--- src/rtl/iir_ctl_pkg.sv ---
`timescale 1ns / 1ps
// ----------------------------------------------------------------------------
// IIR controller package
// Shared constants, register indexes and the control word of the shared
// multiply-accumulate unit.
// ----------------------------------------------------------------------------
package iir_ctl_pkg;

  // Default table geometry.
  localparam int TableDepthDef = 32;
  localparam int FreqWidthDef  = 24;

  // Accumulator width: five 32x48 products with 32 fraction bits need 82 bits.
  localparam int AccW = 84;

  // Configuration register indexes (byte address is four times the index).
  localparam logic [2:0] REG_FB_COEFF_1  = 3'd0;
  localparam logic [2:0] REG_FB_COEFF_2  = 3'd1;
  localparam logic [2:0] REG_ERR_COEFF_0 = 3'd2;
  localparam logic [2:0] REG_ERR_COEFF_1 = 3'd3;
  localparam logic [2:0] REG_ERR_COEFF_2 = 3'd4;
  localparam logic [2:0] REG_FREQ_COUNT  = 3'd5;

  // Reset value of the current-error weight, 918.0 in Q16.16.
  localparam logic signed [31:0] ErrCoeff0Rst = 32'sd60162048;

  // Chunk selects of the 48-bit operand, 16 bits each.
  localparam logic [1:0] CHUNK_LO  = 2'd0;
  localparam logic [1:0] CHUNK_MID = 2'd1;
  localparam logic [1:0] CHUNK_HI  = 2'd2;

  typedef struct packed {
    logic       clr;     // zero the accumulator
    logic       mul_en;  // a partial product enters the multiplier
    logic       sub;     // subtract this partial product
    logic [1:0] chunk;   // operand chunk, sets the left shift
  } mac_ctrl_t;

endpackage

--- src/rtl/iir_ctl_mac.sv ---
`timescale 1ns / 1ps
// ----------------------------------------------------------------------------
// IIR controller multiply-accumulate unit
// One 32x17 signed multiplier followed by a registered product and a wide
// accumulator that adds or subtracts the product shifted by its chunk.
// ----------------------------------------------------------------------------
module iir_ctl_mac (
  input  logic                               clk_i,
  input  logic                               rst_ni,
  input  iir_ctl_pkg::mac_ctrl_t             ctrl_i,
  input  logic signed [31:0]                 coeff_i,
  input  logic signed [16:0]                 chunk_i,
  output logic signed [iir_ctl_pkg::AccW-1:0] acc_o
);

  logic signed [48:0]                  prod_q;
  logic                                vld_q;
  logic                                sub_q;
  logic [1:0]                          chunk_q;
  logic signed [iir_ctl_pkg::AccW-1:0] acc_q;
  logic signed [iir_ctl_pkg::AccW-1:0] prod_ext;
  logic signed [iir_ctl_pkg::AccW-1:0] prod_sh;

  always_ff @(posedge clk_i or negedge rst_ni) begin
    if (!rst_ni) begin
      vld_q <= 1'b0;
    end else begin
      vld_q <= ctrl_i.mul_en;
    end
  end

  always_ff @(posedge clk_i) begin
    prod_q  <= coeff_i * chunk_i;
    sub_q   <= ctrl_i.sub;
    chunk_q <= ctrl_i.chunk;
  end

  always_comb begin
    prod_ext = iir_ctl_pkg::AccW'(prod_q);
    case (chunk_q)
      iir_ctl_pkg::CHUNK_MID: prod_sh = prod_ext <<< 16;
      iir_ctl_pkg::CHUNK_HI:  prod_sh = prod_ext <<< 32;
      default:                prod_sh = prod_ext;
    endcase
  end

  always_ff @(posedge clk_i or negedge rst_ni) begin
    if (!rst_ni) begin
      acc_q <= '0;
    end else if (ctrl_i.clr) begin
      acc_q <= '0;
    end else if (vld_q) begin
      acc_q <= sub_q ? acc_q - prod_sh : acc_q + prod_sh;
    end
  end

  assign acc_o = acc_q;

endmodule

--- src/rtl/iir_ctl_table.sv ---
`timescale 1ns / 1ps
// ----------------------------------------------------------------------------
// IIR controller frequency table
// Single-port-write, registered-read table memory. Per-entry valid bits make
// every entry read as zero until it is first written after reset.
// ----------------------------------------------------------------------------
module iir_ctl_table #(
  parameter int Depth = iir_ctl_pkg::TableDepthDef,
  parameter int Width = iir_ctl_pkg::FreqWidthDef,
  localparam int Aw   = $clog2(Depth)
) (
  input  logic             clk_i,
  input  logic             rst_ni,
  input  logic             we_i,
  input  logic [Aw-1:0]    waddr_i,
  input  logic [Width-1:0] wdata_i,
  input  logic [Aw-1:0]    raddr_i,
  output logic [Width-1:0] rdata_o
);

  logic [Width-1:0] mem_q [Depth];
  logic [Depth-1:0] vld_q;
  logic [Width-1:0] rdata_q;
  logic             rvld_q;

  always_ff @(posedge clk_i) begin
    if (we_i) begin
      mem_q[waddr_i] <= wdata_i;
    end
    rdata_q <= mem_q[raddr_i];
  end

  always_ff @(posedge clk_i or negedge rst_ni) begin
    if (!rst_ni) begin
      vld_q  <= '0;
      rvld_q <= 1'b0;
    end else begin
      if (we_i) begin
        vld_q[waddr_i] <= 1'b1;
      end
      rvld_q <= vld_q[raddr_i];
    end
  end

  assign rdata_o = rvld_q ? rdata_q : '0;

endmodule

--- src/rtl/iir_controller_freq_snap.sv ---
`timescale 1ns / 1ps
// ----------------------------------------------------------------------------
// IIR controller with frequency snap
// Second-order fixed-point controller whose output is snapped to a table of
// ascending frequencies.
// ----------------------------------------------------------------------------
// Usage. Input words arrive on in_valid_i/in_ready_o. A word with action_i
// low is a controller step carrying a Q16.16 error sample; a word with
// action_i high writes table_value_i into table entry table_index_i and
// produces no result. Each step produces exactly one output word, the chosen
// frequency, on out_valid_o/out_ready_i. The user must set coefficients and
// table entry count via the APB port only while the block is idle, unchecked.
// Sequence. A table write is taken while the block is idle and the next word
// may follow right after. A step runs five products, three operand chunks
// each, through the shared 32x17 multiplier, drains the accumulator and
// saturates, scans the table one entry per cycle (1 up to the entry count),
// and then loads the output register; in_ready_o is low after acceptance
// until that load.
// Stalls. The output register holds a result until it is taken; a new word is
// accepted meanwhile, and a following step waits at its end for the register.
// Reset clears the histories, loads the register defaults, and marks every
// table entry as zero through per-entry valid bits, with no clearing pass.
// ----------------------------------------------------------------------------
module iir_controller_freq_snap #(
  parameter int TABLE_DEPTH = iir_ctl_pkg::TableDepthDef,
  parameter int FREQ_WIDTH  = iir_ctl_pkg::FreqWidthDef
) (
  input  logic               clk_i,
  input  logic               rst_ni,
  // Input words.
  input  logic               in_valid_i,
  output logic               in_ready_o,
  input  logic               action_i,
  input  logic signed [31:0] error_sample_i,
  input  logic [4:0]         table_index_i,
  input  logic [23:0]        table_value_i,
  // Output words.
  output logic               out_valid_o,
  input  logic               out_ready_i,
  output logic [23:0]        chosen_freq_o,
  // APB configuration port.
  input  logic               psel,
  input  logic               penable,
  input  logic               pwrite,
  input  logic [4:0]         paddr,
  input  logic [31:0]        pwdata,
  output logic [31:0]        prdata,
  output logic               pready
);

  localparam int Aw = $clog2(TABLE_DEPTH);

  // Product terms, in the order the sequencer walks them.
  localparam logic [2:0] TERM_FB1 = 3'd0;
  localparam logic [2:0] TERM_FB2 = 3'd1;
  localparam logic [2:0] TERM_E0  = 3'd2;
  localparam logic [2:0] TERM_E1  = 3'd3;
  localparam logic [2:0] TERM_E2  = 3'd4;

  localparam logic signed [47:0] OutMax = {1'b0, {47{1'b1}}};
  localparam logic signed [47:0] OutMin = {1'b1, {47{1'b0}}};

  typedef enum logic [2:0] {
    ST_IDLE,
    ST_MAC,
    ST_DRAIN,
    ST_SAT,
    ST_SCAN,
    ST_DONE
  } state_e;

  // --------------------------------------------------------------------------
  // Configuration registers
  // --------------------------------------------------------------------------
  logic signed [31:0] fb_coeff_1_q;
  logic signed [31:0] fb_coeff_2_q;
  logic signed [31:0] err_coeff_0_q;
  logic signed [31:0] err_coeff_1_q;
  logic signed [31:0] err_coeff_2_q;
  logic [5:0]         freq_count_q;
  logic [2:0]         reg_idx;
  logic               cfg_we;

  assign pready  = 1'b1;
  assign reg_idx = paddr[4:2];
  assign cfg_we  = psel && penable && pwrite;

  always_ff @(posedge clk_i or negedge rst_ni) begin
    if (!rst_ni) begin
      fb_coeff_1_q  <= '0;
      fb_coeff_2_q  <= '0;
      err_coeff_0_q <= iir_ctl_pkg::ErrCoeff0Rst;
      err_coeff_1_q <= '0;
      err_coeff_2_q <= '0;
      freq_count_q  <= 6'd1;
    end else if (cfg_we) begin
      unique case (reg_idx)
        iir_ctl_pkg::REG_FB_COEFF_1:  fb_coeff_1_q  <= pwdata;
        iir_ctl_pkg::REG_FB_COEFF_2:  fb_coeff_2_q  <= pwdata;
        iir_ctl_pkg::REG_ERR_COEFF_0: err_coeff_0_q <= pwdata;
        iir_ctl_pkg::REG_ERR_COEFF_1: err_coeff_1_q <= pwdata;
        iir_ctl_pkg::REG_ERR_COEFF_2: err_coeff_2_q <= pwdata;
        iir_ctl_pkg::REG_FREQ_COUNT:  freq_count_q  <= pwdata[5:0];
        default: ;
      endcase
    end
  end

  always_comb begin
    unique case (reg_idx)
      iir_ctl_pkg::REG_FB_COEFF_1:  prdata = fb_coeff_1_q;
      iir_ctl_pkg::REG_FB_COEFF_2:  prdata = fb_coeff_2_q;
      iir_ctl_pkg::REG_ERR_COEFF_0: prdata = err_coeff_0_q;
      iir_ctl_pkg::REG_ERR_COEFF_1: prdata = err_coeff_1_q;
      iir_ctl_pkg::REG_ERR_COEFF_2: prdata = err_coeff_2_q;
      iir_ctl_pkg::REG_FREQ_COUNT:  prdata = {26'd0, freq_count_q};
      default:                      prdata = '0;
    endcase
  end

  // --------------------------------------------------------------------------
  // Sequencer state and datapath registers
  // --------------------------------------------------------------------------
  state_e                state_q;
  logic [2:0]            term_q;
  logic [1:0]            chunk_q;
  logic signed [31:0]    e_q;
  logic signed [47:0]    out_hist_1_q;
  logic signed [47:0]    out_hist_2_q;
  logic signed [31:0]    err_hist_1_q;
  logic signed [31:0]    err_hist_2_q;
  logic signed [31:0]    ui_q;
  logic [Aw-1:0]         idx_q;
  logic [Aw-1:0]         last_q;
  logic [FREQ_WIDTH-1:0] prev_q;
  logic [FREQ_WIDTH-1:0] res_q;
  logic                  out_valid_q;
  logic [23:0]           out_data_q;

  logic in_acc;
  logic step_acc;

  assign in_ready_o    = (state_q == ST_IDLE);
  assign in_acc        = in_valid_i && in_ready_o;
  assign step_acc      = in_acc && !action_i;
  assign out_valid_o   = out_valid_q;
  assign chosen_freq_o = out_data_q;

  // --------------------------------------------------------------------------
  // Shared multiply-accumulate unit and its operand selection
  // --------------------------------------------------------------------------
  iir_ctl_pkg::mac_ctrl_t             mac_ctrl;
  logic signed [31:0]                 mac_coeff;
  logic signed [47:0]                 mac_op;
  logic signed [16:0]                 mac_chunk;
  logic signed [iir_ctl_pkg::AccW-1:0] acc;

  always_comb begin
    case (term_q)
      TERM_FB1: begin
        mac_coeff = fb_coeff_1_q;
        mac_op    = out_hist_1_q;
      end
      TERM_FB2: begin
        mac_coeff = fb_coeff_2_q;
        mac_op    = out_hist_2_q;
      end
      TERM_E0: begin
        mac_coeff = err_coeff_0_q;
        mac_op    = 48'(e_q);
      end
      TERM_E1: begin
        mac_coeff = err_coeff_1_q;
        mac_op    = 48'(err_hist_1_q);
      end
      default: begin
        mac_coeff = err_coeff_2_q;
        mac_op    = 48'(err_hist_2_q);
      end
    endcase
    // The lower chunks are unsigned pieces; the top chunk carries the sign.
    case (chunk_q)
      iir_ctl_pkg::CHUNK_LO:  mac_chunk = {1'b0, mac_op[15:0]};
      iir_ctl_pkg::CHUNK_MID: mac_chunk = {1'b0, mac_op[31:16]};
      default:                mac_chunk = {mac_op[47], mac_op[47:32]};
    endcase
  end

  assign mac_ctrl.clr    = step_acc;
  assign mac_ctrl.mul_en = (state_q == ST_MAC);
  assign mac_ctrl.sub    = (term_q == TERM_FB1) || (term_q == TERM_FB2);
  assign mac_ctrl.chunk  = chunk_q;

  iir_ctl_mac u_mac (
    .clk_i   (clk_i),
    .rst_ni  (rst_ni),
    .ctrl_i  (mac_ctrl),
    .coeff_i (mac_coeff),
    .chunk_i (mac_chunk),
    .acc_o   (acc)
  );

  // --------------------------------------------------------------------------
  // Saturation to Q32.16 and integer part truncated toward zero
  // --------------------------------------------------------------------------
  logic [iir_ctl_pkg::AccW-64:0] acc_hi;
  logic                          acc_fits;
  logic signed [47:0]            u_sat;
  logic signed [31:0]            ui_calc;

  always_comb begin
    acc_hi   = acc[iir_ctl_pkg::AccW-1:63];
    acc_fits = (&acc_hi) || !(|acc_hi);
    if (acc_fits) begin
      u_sat = acc[63:16];
    end else if (acc[iir_ctl_pkg::AccW-1]) begin
      u_sat = OutMin;
    end else begin
      u_sat = OutMax;
    end
    // Floor, then step back toward zero for negative values with a fraction.
    ui_calc = u_sat[47:16] + 32'((u_sat[47] && (|u_sat[15:0])) ? 1 : 0);
  end

  // Last valid entry, with the count clamped to one and to the depth.
  logic [Aw-1:0] last_idx;

  always_comb begin
    if (freq_count_q == '0) begin
      last_idx = '0;
    end else if (32'(freq_count_q) > 32'(TABLE_DEPTH)) begin
      last_idx = Aw'(TABLE_DEPTH - 1);
    end else begin
      last_idx = Aw'(32'(freq_count_q) - 32'd1);
    end
  end

  // --------------------------------------------------------------------------
  // Frequency table
  // --------------------------------------------------------------------------
  logic                  tbl_we;
  logic [Aw-1:0]         tbl_waddr;
  logic [FREQ_WIDTH-1:0] tbl_wdata;
  logic [Aw-1:0]         tbl_raddr;
  logic [FREQ_WIDTH-1:0] tbl_rdata;

  assign tbl_we    = in_acc && action_i && (32'(table_index_i) < 32'(TABLE_DEPTH));
  assign tbl_waddr = Aw'(table_index_i);
  assign tbl_wdata = FREQ_WIDTH'(table_value_i);
  // Entry 0 is fetched during saturation; the scan then prefetches the next.
  assign tbl_raddr = (state_q == ST_SAT) ? '0 : Aw'(idx_q + Aw'(1));

  iir_ctl_table #(
    .Depth (TABLE_DEPTH),
    .Width (FREQ_WIDTH)
  ) u_table (
    .clk_i   (clk_i),
    .rst_ni  (rst_ni),
    .we_i    (tbl_we),
    .waddr_i (tbl_waddr),
    .wdata_i (tbl_wdata),
    .raddr_i (tbl_raddr),
    .rdata_o (tbl_rdata)
  );

  // Scan compares: the integer output against the entry and the midpoint.
  logic signed [33:0]  ui_x;
  logic signed [33:0]  d_x;
  logic signed [33:0]  mean_x;
  logic [FREQ_WIDTH:0] mean_sum;
  logic                lt_d;
  logic                lt_mean;

  always_comb begin
    mean_sum = (FREQ_WIDTH + 1)'(tbl_rdata) + (FREQ_WIDTH + 1)'(prev_q);
    ui_x     = 34'(ui_q);
    d_x      = $signed(34'(tbl_rdata));
    mean_x   = $signed(34'(mean_sum[FREQ_WIDTH:1]));
    lt_d     = ui_x < d_x;
    lt_mean  = ui_x < mean_x;
  end

  // --------------------------------------------------------------------------
  // Sequencer
  // --------------------------------------------------------------------------
  always_ff @(posedge clk_i or negedge rst_ni) begin
    if (!rst_ni) begin
      state_q      <= ST_IDLE;
      term_q       <= TERM_FB1;
      chunk_q      <= iir_ctl_pkg::CHUNK_LO;
      e_q          <= '0;
      out_hist_1_q <= '0;
      out_hist_2_q <= '0;
      err_hist_1_q <= '0;
      err_hist_2_q <= '0;
      ui_q         <= '0;
      idx_q        <= '0;
      last_q       <= '0;
      prev_q       <= '0;
      res_q        <= '0;
      out_valid_q  <= 1'b0;
      out_data_q   <= '0;
    end else begin
      // In the final state the output register is reloaded below instead.
      if (out_valid_q && out_ready_i && (state_q != ST_DONE)) begin
        out_valid_q <= 1'b0;
      end
      unique case (state_q)
        ST_IDLE: begin
          if (step_acc) begin
            e_q     <= error_sample_i;
            term_q  <= TERM_FB1;
            chunk_q <= iir_ctl_pkg::CHUNK_LO;
            state_q <= ST_MAC;
          end
        end
        ST_MAC: begin
          if (chunk_q == iir_ctl_pkg::CHUNK_HI) begin
            chunk_q <= iir_ctl_pkg::CHUNK_LO;
            if (term_q == TERM_E2) begin
              state_q <= ST_DRAIN;
            end else begin
              term_q <= term_q + 3'd1;
            end
          end else begin
            chunk_q <= chunk_q + 2'd1;
          end
        end
        ST_DRAIN: begin
          state_q <= ST_SAT;
        end
        ST_SAT: begin
          out_hist_2_q <= out_hist_1_q;
          out_hist_1_q <= u_sat;
          err_hist_2_q <= err_hist_1_q;
          err_hist_1_q <= e_q;
          ui_q         <= ui_calc;
          last_q       <= last_idx;
          idx_q        <= '0;
          state_q      <= ST_SCAN;
        end
        ST_SCAN: begin
          if (lt_d) begin
            // First entry above the output: below entry 0 takes entry 0,
            // otherwise the nearer neighbor by the floored midpoint.
            if (idx_q == '0 || !lt_mean) begin
              res_q <= tbl_rdata;
            end else begin
              res_q <= prev_q;
            end
            state_q <= ST_DONE;
          end else if (idx_q == last_q) begin
            res_q   <= tbl_rdata;
            state_q <= ST_DONE;
          end else begin
            prev_q <= tbl_rdata;
            idx_q  <= idx_q + Aw'(1);
          end
        end
        ST_DONE: begin
          if (!out_valid_q || out_ready_i) begin
            out_valid_q <= 1'b1;
            out_data_q  <= 24'(res_q);
            state_q     <= ST_IDLE;
          end
        end
        default: begin
          state_q <= ST_IDLE;
        end
      endcase
    end
  end

endmodule

--- config.mk ---
export PLATFORM = sky130hd
export DESIGN_NAME = iir_controller_freq_snap
export DESIGN_NICKNAME = d
export VERILOG_FILES = /design/src/rtl/iir_ctl_pkg.sv /design/src/rtl/iir_ctl_mac.sv /design/src/rtl/iir_ctl_table.sv /design/src/rtl/iir_controller_freq_snap.sv
export SDC_FILE = /design/constraint.sdc
export NUM_CORES = 2
export LEC_CHECK = 0
export ABC_AREA = 1
export BUFFER_PORTS_ARGS = -buffer_cell sky130_fd_sc_hd__buf_2
export CAP_MARGIN = 20
export CORE_MARGIN = 4
export CORE_UTILIZATION = 30
export CTS_CLUSTER_DIAMETER = 40
export CTS_CLUSTER_SIZE = 40
export DETAILED_ROUTE_END_ITERATION = 6
export HOLD_SLACK_MARGIN = 0.12
export PLACE_DENSITY = 0.56
export SLEW_MARGIN = 25
export SYNTH_ARGS = -nofsm -noshare
export SYNTH_HDL_FRONTEND = slang
export SYNTH_SLANG_ARGS = --single-unit
--- constraint.sdc ---
create_clock -name clk_i -period 9.1 [get_ports clk_i]
set_clock_uncertainty 0.2 [all_clocks]
set_input_delay 0.91 -clock clk_i [delete_from_list [all_inputs] [get_ports clk_i]]
set_output_delay 0.91 -clock clk_i [all_outputs]
set_load 0.02 [all_outputs]
==> impl_metrics.prom <==
# TYPE chip_impl_metric gauge
chip_impl_info{name="ctsRootBufferMaster",value="clkbuf_16"} 1
chip_impl_info{name="critPathSlowestCell",value="inv_1"} 1
chip_impl_metric{name="synth-compound-area-share",unit="%"} 12.16
chip_impl_metric{name="ant_nets",unit=""} 0
chip_impl_metric{name="vias_per_cell",unit=""} 5.036
chip_impl_info{name="min-delay-path-class",value="input pin to register"} 1
chip_impl_metric{name="finalCritPeriodShare",unit="%"} 94.23
chip_impl_info{name="crit_family",value="adder cells"} 1
chip_impl_metric{name="layout-drive-gt1-share",unit="%"} 9.714
chip_impl_metric{name="slowest_delay",unit="ns"} 0.56
chip_impl_metric{name="post_synthesis_xor_xnor_area_fraction",unit="%"} 1.449
chip_impl_info{name="startpoint_type",value="register"} 1
chip_impl_metric{name="antenna_found_initial",unit=""} 19
chip_impl_metric{name="hold_ws",unit="ns"} 0.1643
chip_impl_info{name="synth_top_family_by_area",value="simple AND/OR/NAND/NOR gates"} 1
chip_impl_metric{name="postCtsSetupBuffers",unit=""} 0
chip_impl_metric{name="drtIter0Drc",unit=""} 7373
chip_impl_metric{name="insertion_delay",unit="ns"} 0.90
chip_impl_metric{name="max-slew-margin-rel",unit="%"} 24.81
chip_impl_metric{name="netlist_instances",unit=""} 10400
chip_impl_metric{name="drt-wirelength-per-cell",unit="um"} 20.86
chip_impl_info{name="setup.worst_path.class",value="register to register"} 1
chip_impl_metric{name="wire_length_after_detailed_routing",unit="mm"} 306.7
chip_impl_metric{name="die_outline_area",unit="um^2"} 313200
chip_impl_metric{name="ys_types",unit=""} 73
chip_impl_metric{name="max-clock-path-buffers",unit=""} 4
chip_impl_metric{name="gp_congestion",unit=""} 0.9575
chip_impl_metric{name="io-pin-count",unit=""} 165
chip_impl_metric{name="start_util",unit="%"} 30.15
chip_impl_info{name="critical-path-top-cell-by-count",value="inv_1"} 1
chip_impl_info{name="clock_tree_from_tritoncts",value="built"} 1
chip_impl_metric{name="final-max-slew-violation-count",unit=""} 0
chip_impl_metric{name="globalRoute.totalOverflow",unit=""} 0
chip_impl_metric{name="synth.area.mux_share",unit="%"} 0.3618
chip_impl_metric{name="nets",unit=""} 11450
chip_impl_metric{name="dr_total_vias",unit=""} 74040
chip_impl_metric{name="grt_util_all_layers",unit="%"} 19.14
chip_impl_metric{name="wire_length_of_the_first_global_routing_pass",unit="mm"} 462.9
chip_impl_metric{name="dp_hpwl",unit="mm"} 219.7
chip_impl_metric{name="cts.repair.resized",unit=""} 0
chip_impl_info{name="outcome",value="complete, no violations"} 1
chip_impl_metric{name="worst-slew-pin-transition",unit="ns"} 1.116
chip_impl_metric{name="mappedNetlistNets",unit=""} 11310
chip_impl_info{name="unrepaired_setup_endpoints_after_global_routing",value="no"} 1
chip_impl_metric{name="min_period",unit="ns"} 8.575
chip_impl_metric{name="dpl_worst_slack",unit="ns"} 0.6762
chip_impl_metric{name="synthesis.yosys.warnings",unit=""} 0
chip_impl_metric{name="vertical_die_dimension",unit="um"} 559.6
chip_impl_info{name="r2r_start",value="term_q[0]"} 1
chip_impl_metric{name="fp-row-count",unit=""} 202
chip_impl_metric{name="cp.required",unit="ns"} 9.61
chip_impl_info{name="holdCritStartpoint",value="error_sample_i[11]"} 1
chip_impl_metric{name="arrival",unit="ns"} 9.09
chip_impl_metric{name="worst_slack",unit="ns"} 0.5255
chip_impl_metric{name="postSynthRegisterBits",unit=""} 1443
chip_impl_metric{name="core-area",unit="um^2"} 302800
chip_impl_info{name="worstSetupStartpoint",value="term_q[0]"} 1
chip_impl_metric{name="drt-pass1-iter-count",unit=""} 6
chip_impl_metric{name="synth_sequential_area_ratio",unit="%"} 43.36
chip_impl_metric{name="synth_simple_gate_area_share",unit="%"} 19.58
chip_impl_metric{name="num-fill-cells",unit=""} 31110
chip_impl_metric{name="cts-htree-levels",unit=""} 4
chip_impl_info{name="rr_endpoint",value="u_mac.prod_q[48]"} 1
chip_impl_metric{name="die_width",unit="um"} 559.6
chip_impl_metric{name="numClockSinks",unit=""} 1443
chip_impl_metric{name="fin_setup_tns",unit="ns"} 0
chip_impl_metric{name="finalSetupViolCount",unit=""} 0
chip_impl_metric{name="sequential_cell_area",unit="um^2"} 39580
chip_impl_metric{name="path_buf_inv",unit=""} 10
chip_impl_metric{name="reg2reg_setup_slack",unit="ns"} 0.53
chip_impl_metric{name="largest_net_degree_at_the_start_of_global_routing",unit=""} 162
chip_impl_metric{name="reg2regPathDepth",unit=""} 33
chip_impl_metric{name="area.growth.synth_to_final",unit="%"} 15.13
chip_impl_metric{name="netlist_area",unit="um^2"} 91290
chip_impl_metric{name="cts_buffers",unit=""} 218
chip_impl_info{name="worst_setup_path_endpoint",value="u_mac.prod_q[48]"} 1
chip_impl_metric{name="place.port_buffers",unit=""} 161
chip_impl_metric{name="timing.max_cap.violations",unit=""} 0
chip_impl_metric{name="number_of_synthesized_flops_with_an_enable_pin",unit=""} 768
chip_impl_metric{name="multi_input_comb_area",unit="um^2"} 44980
chip_impl_metric{name="fmax",unit="MHz"} 116.6
chip_impl_metric{name="post-route-drc-count",unit=""} 0
chip_impl_metric{name="finalHoldViolations",unit=""} 0
chip_impl_metric{name="cts_hold_buffers",unit=""} 37
chip_impl_info{name="critical_path.endpoint_type",value="register"} 1
chip_impl_metric{name="cts.reportedPaths.clkPinSlew",unit="ns"} 0.06
chip_impl_metric{name="vias_in_the_first_global_route",unit=""} 72630
chip_impl_metric{name="critical_path_depth",unit=""} 33
chip_impl_metric{name="syn_avg_cell_area",unit="um^2"} 8.777
chip_impl_metric{name="crit_fanout",unit=""} 17
chip_impl_metric{name="asyncSetResetFlopFracSynth",unit="%"} 41.51
chip_impl_info{name="synthFlopType",value="edfxtp_1"} 1
chip_impl_metric{name="synth_area_in_adders",unit="%"} 15.33
cell usage in the layout (no fill, tap or decap), drive strengths merged, types with 21 or more instances in the layout:
cell type | Yosys | layout
o21a | 23 | 23
or2 | 116 | 116
buf | 179 | 311
o21bai | 21 | 21
nand3 | 487 | 487
clkbuf | 251 | 243
fa | 524 | 524
o22ai | 121 | 121
clkinv | 9 | 66
dlygate4sd3 | 0 | 37
edfxtp | 768 | 768
ha | 280 | 280
inv | 1358 | 1414
a221oi | 86 | 86
a21oi | 425 | 425
o221ai | 101 | 101
o211ai | 117 | 117
mux2 | 24 | 24
nor2 | 1148 | 1148
xnor2 | 59 | 59
dfrtp | 592 | 592
bufinv | 0 | 24
xor2 | 92 | 92
nor3 | 52 | 52
dfxtp | 76 | 76
o21ai | 842 | 842
nand4 | 85 | 85
nand2 | 2366 | 2366
a22oi | 31 | 31
sequential cells by signal (all words and copies together) (netlist names), 32 cells and up:
register       cells
e_q               32
err_coeff_0_q     32
err_coeff_1_q     32
err_coeff_2_q     32
err_hist_1_q      32
err_hist_2_q      32
fb_coeff_1_q      32
fb_coeff_2_q      32
out_hist_1_q      48
out_hist_2_q      48
u_mac.acc_o       84
u_mac.prod_q      49
u_table.mem_q    768
u_table.vld_q     32
ui_q              32
worst reg2reg max path, delay by kind of cell, from the launching register on:
family | cells | cell delay (ns)
fa+ha+maj | 8 | 3.56
buf+inv | 10 | 1.98
simple gates | 13 | 2.09
flops | 1 | 0.37
xor+xnor | 1 | 0.14
compound gates | 1 | 0.13
synth_stat cells (86+ instances only):
cell type / number / area (um^2)
o211ai_1: 116 / 870.8
nor2_1: 1107 / 4155
nand2_1: 2320 / 8708
a21oi_1: 424 / 2122
dfrtp_1: 592 / 14810
or2_2: 101 / 631.9
inv_1: 1311 / 4921
fa_1: 524 / 10490
nand3_1: 470 / 2352
a221oi_1: 86 / 753.2
o21ai_0: 819 / 4099
clkbuf_1: 251 / 942.2
o221ai_1: 101 / 884.6
buf_2: 122 / 610.6
o22ai_1: 121 / 757.0
edfxtp_1: 768 / 23060
ha_1: 280 / 3503
xor2_1: 92 / 805.8
layer usage:
layer	routed length (um)	track usage [%]	part of all wire, %
met5	55	0	0.018
met1	134600	26.13	44
met2	139800	30.55	46
met3	21540	3.582	7.0
met4	10640	6.359	3.5
stage by stage:
step | utilization (%) | area (um^2) | cells
2_1_floorplan | - | 91290 | 10400
3_3_place_gp | 31.87 | 96500 | 14230
3_5_place_dp | 32.03 | 96990 | 14250
4_1_cts | 34.64 | 104900 | 14690
5_1_grt | 34.71 | 105100 | 14700
6_report | 34.71 | 105100 | 14700
worst min path at each step:
| stage | end | cells past startpoint |
|---|---|---|
| after floorplan | u_mac.chunk_q[1] | 0 |
| final | e_q[11] | 3 |
| after global routing | e_q[11] | 3 |
| after detailed placement | u_mac.chunk_q[0] | 0 |
| after CTS | e_q[19] | 3 |
| after global placement | u_mac.chunk_q[0] | 0 |
cell families after synthesis:
logic type / after synthesis
adder cells (fa/ha/maj): 804
XOR/XNOR: 151
multiplexers: 30
other: 1
buffers and inverters: 1797
flip-flops: 1443
AO/OA/AOI/OAI: 1881
AND/OR/NAND/NOR: 4295
final cells by class:
| class | count | area share (%) |
|---|---|---|
| Timing Repair Buffer | 348 | 2.746 |
| Clock inverter | 153 | 1.753 |
| Clock buffer | 243 | 5.388 |
| Antenna cell | 8 | 0.01905 |
| Inverter | 1367 | 4.903 |
| Multi-Input combinational cell | 7162 | 42.80 |
| Sequential cell | 1443 | 37.66 |
| Tap cell | 3978 | 4.735 |
Power is not shown: default switching activity piles up to over one toggle a cycle in this logic, so the estimate is an artifact.
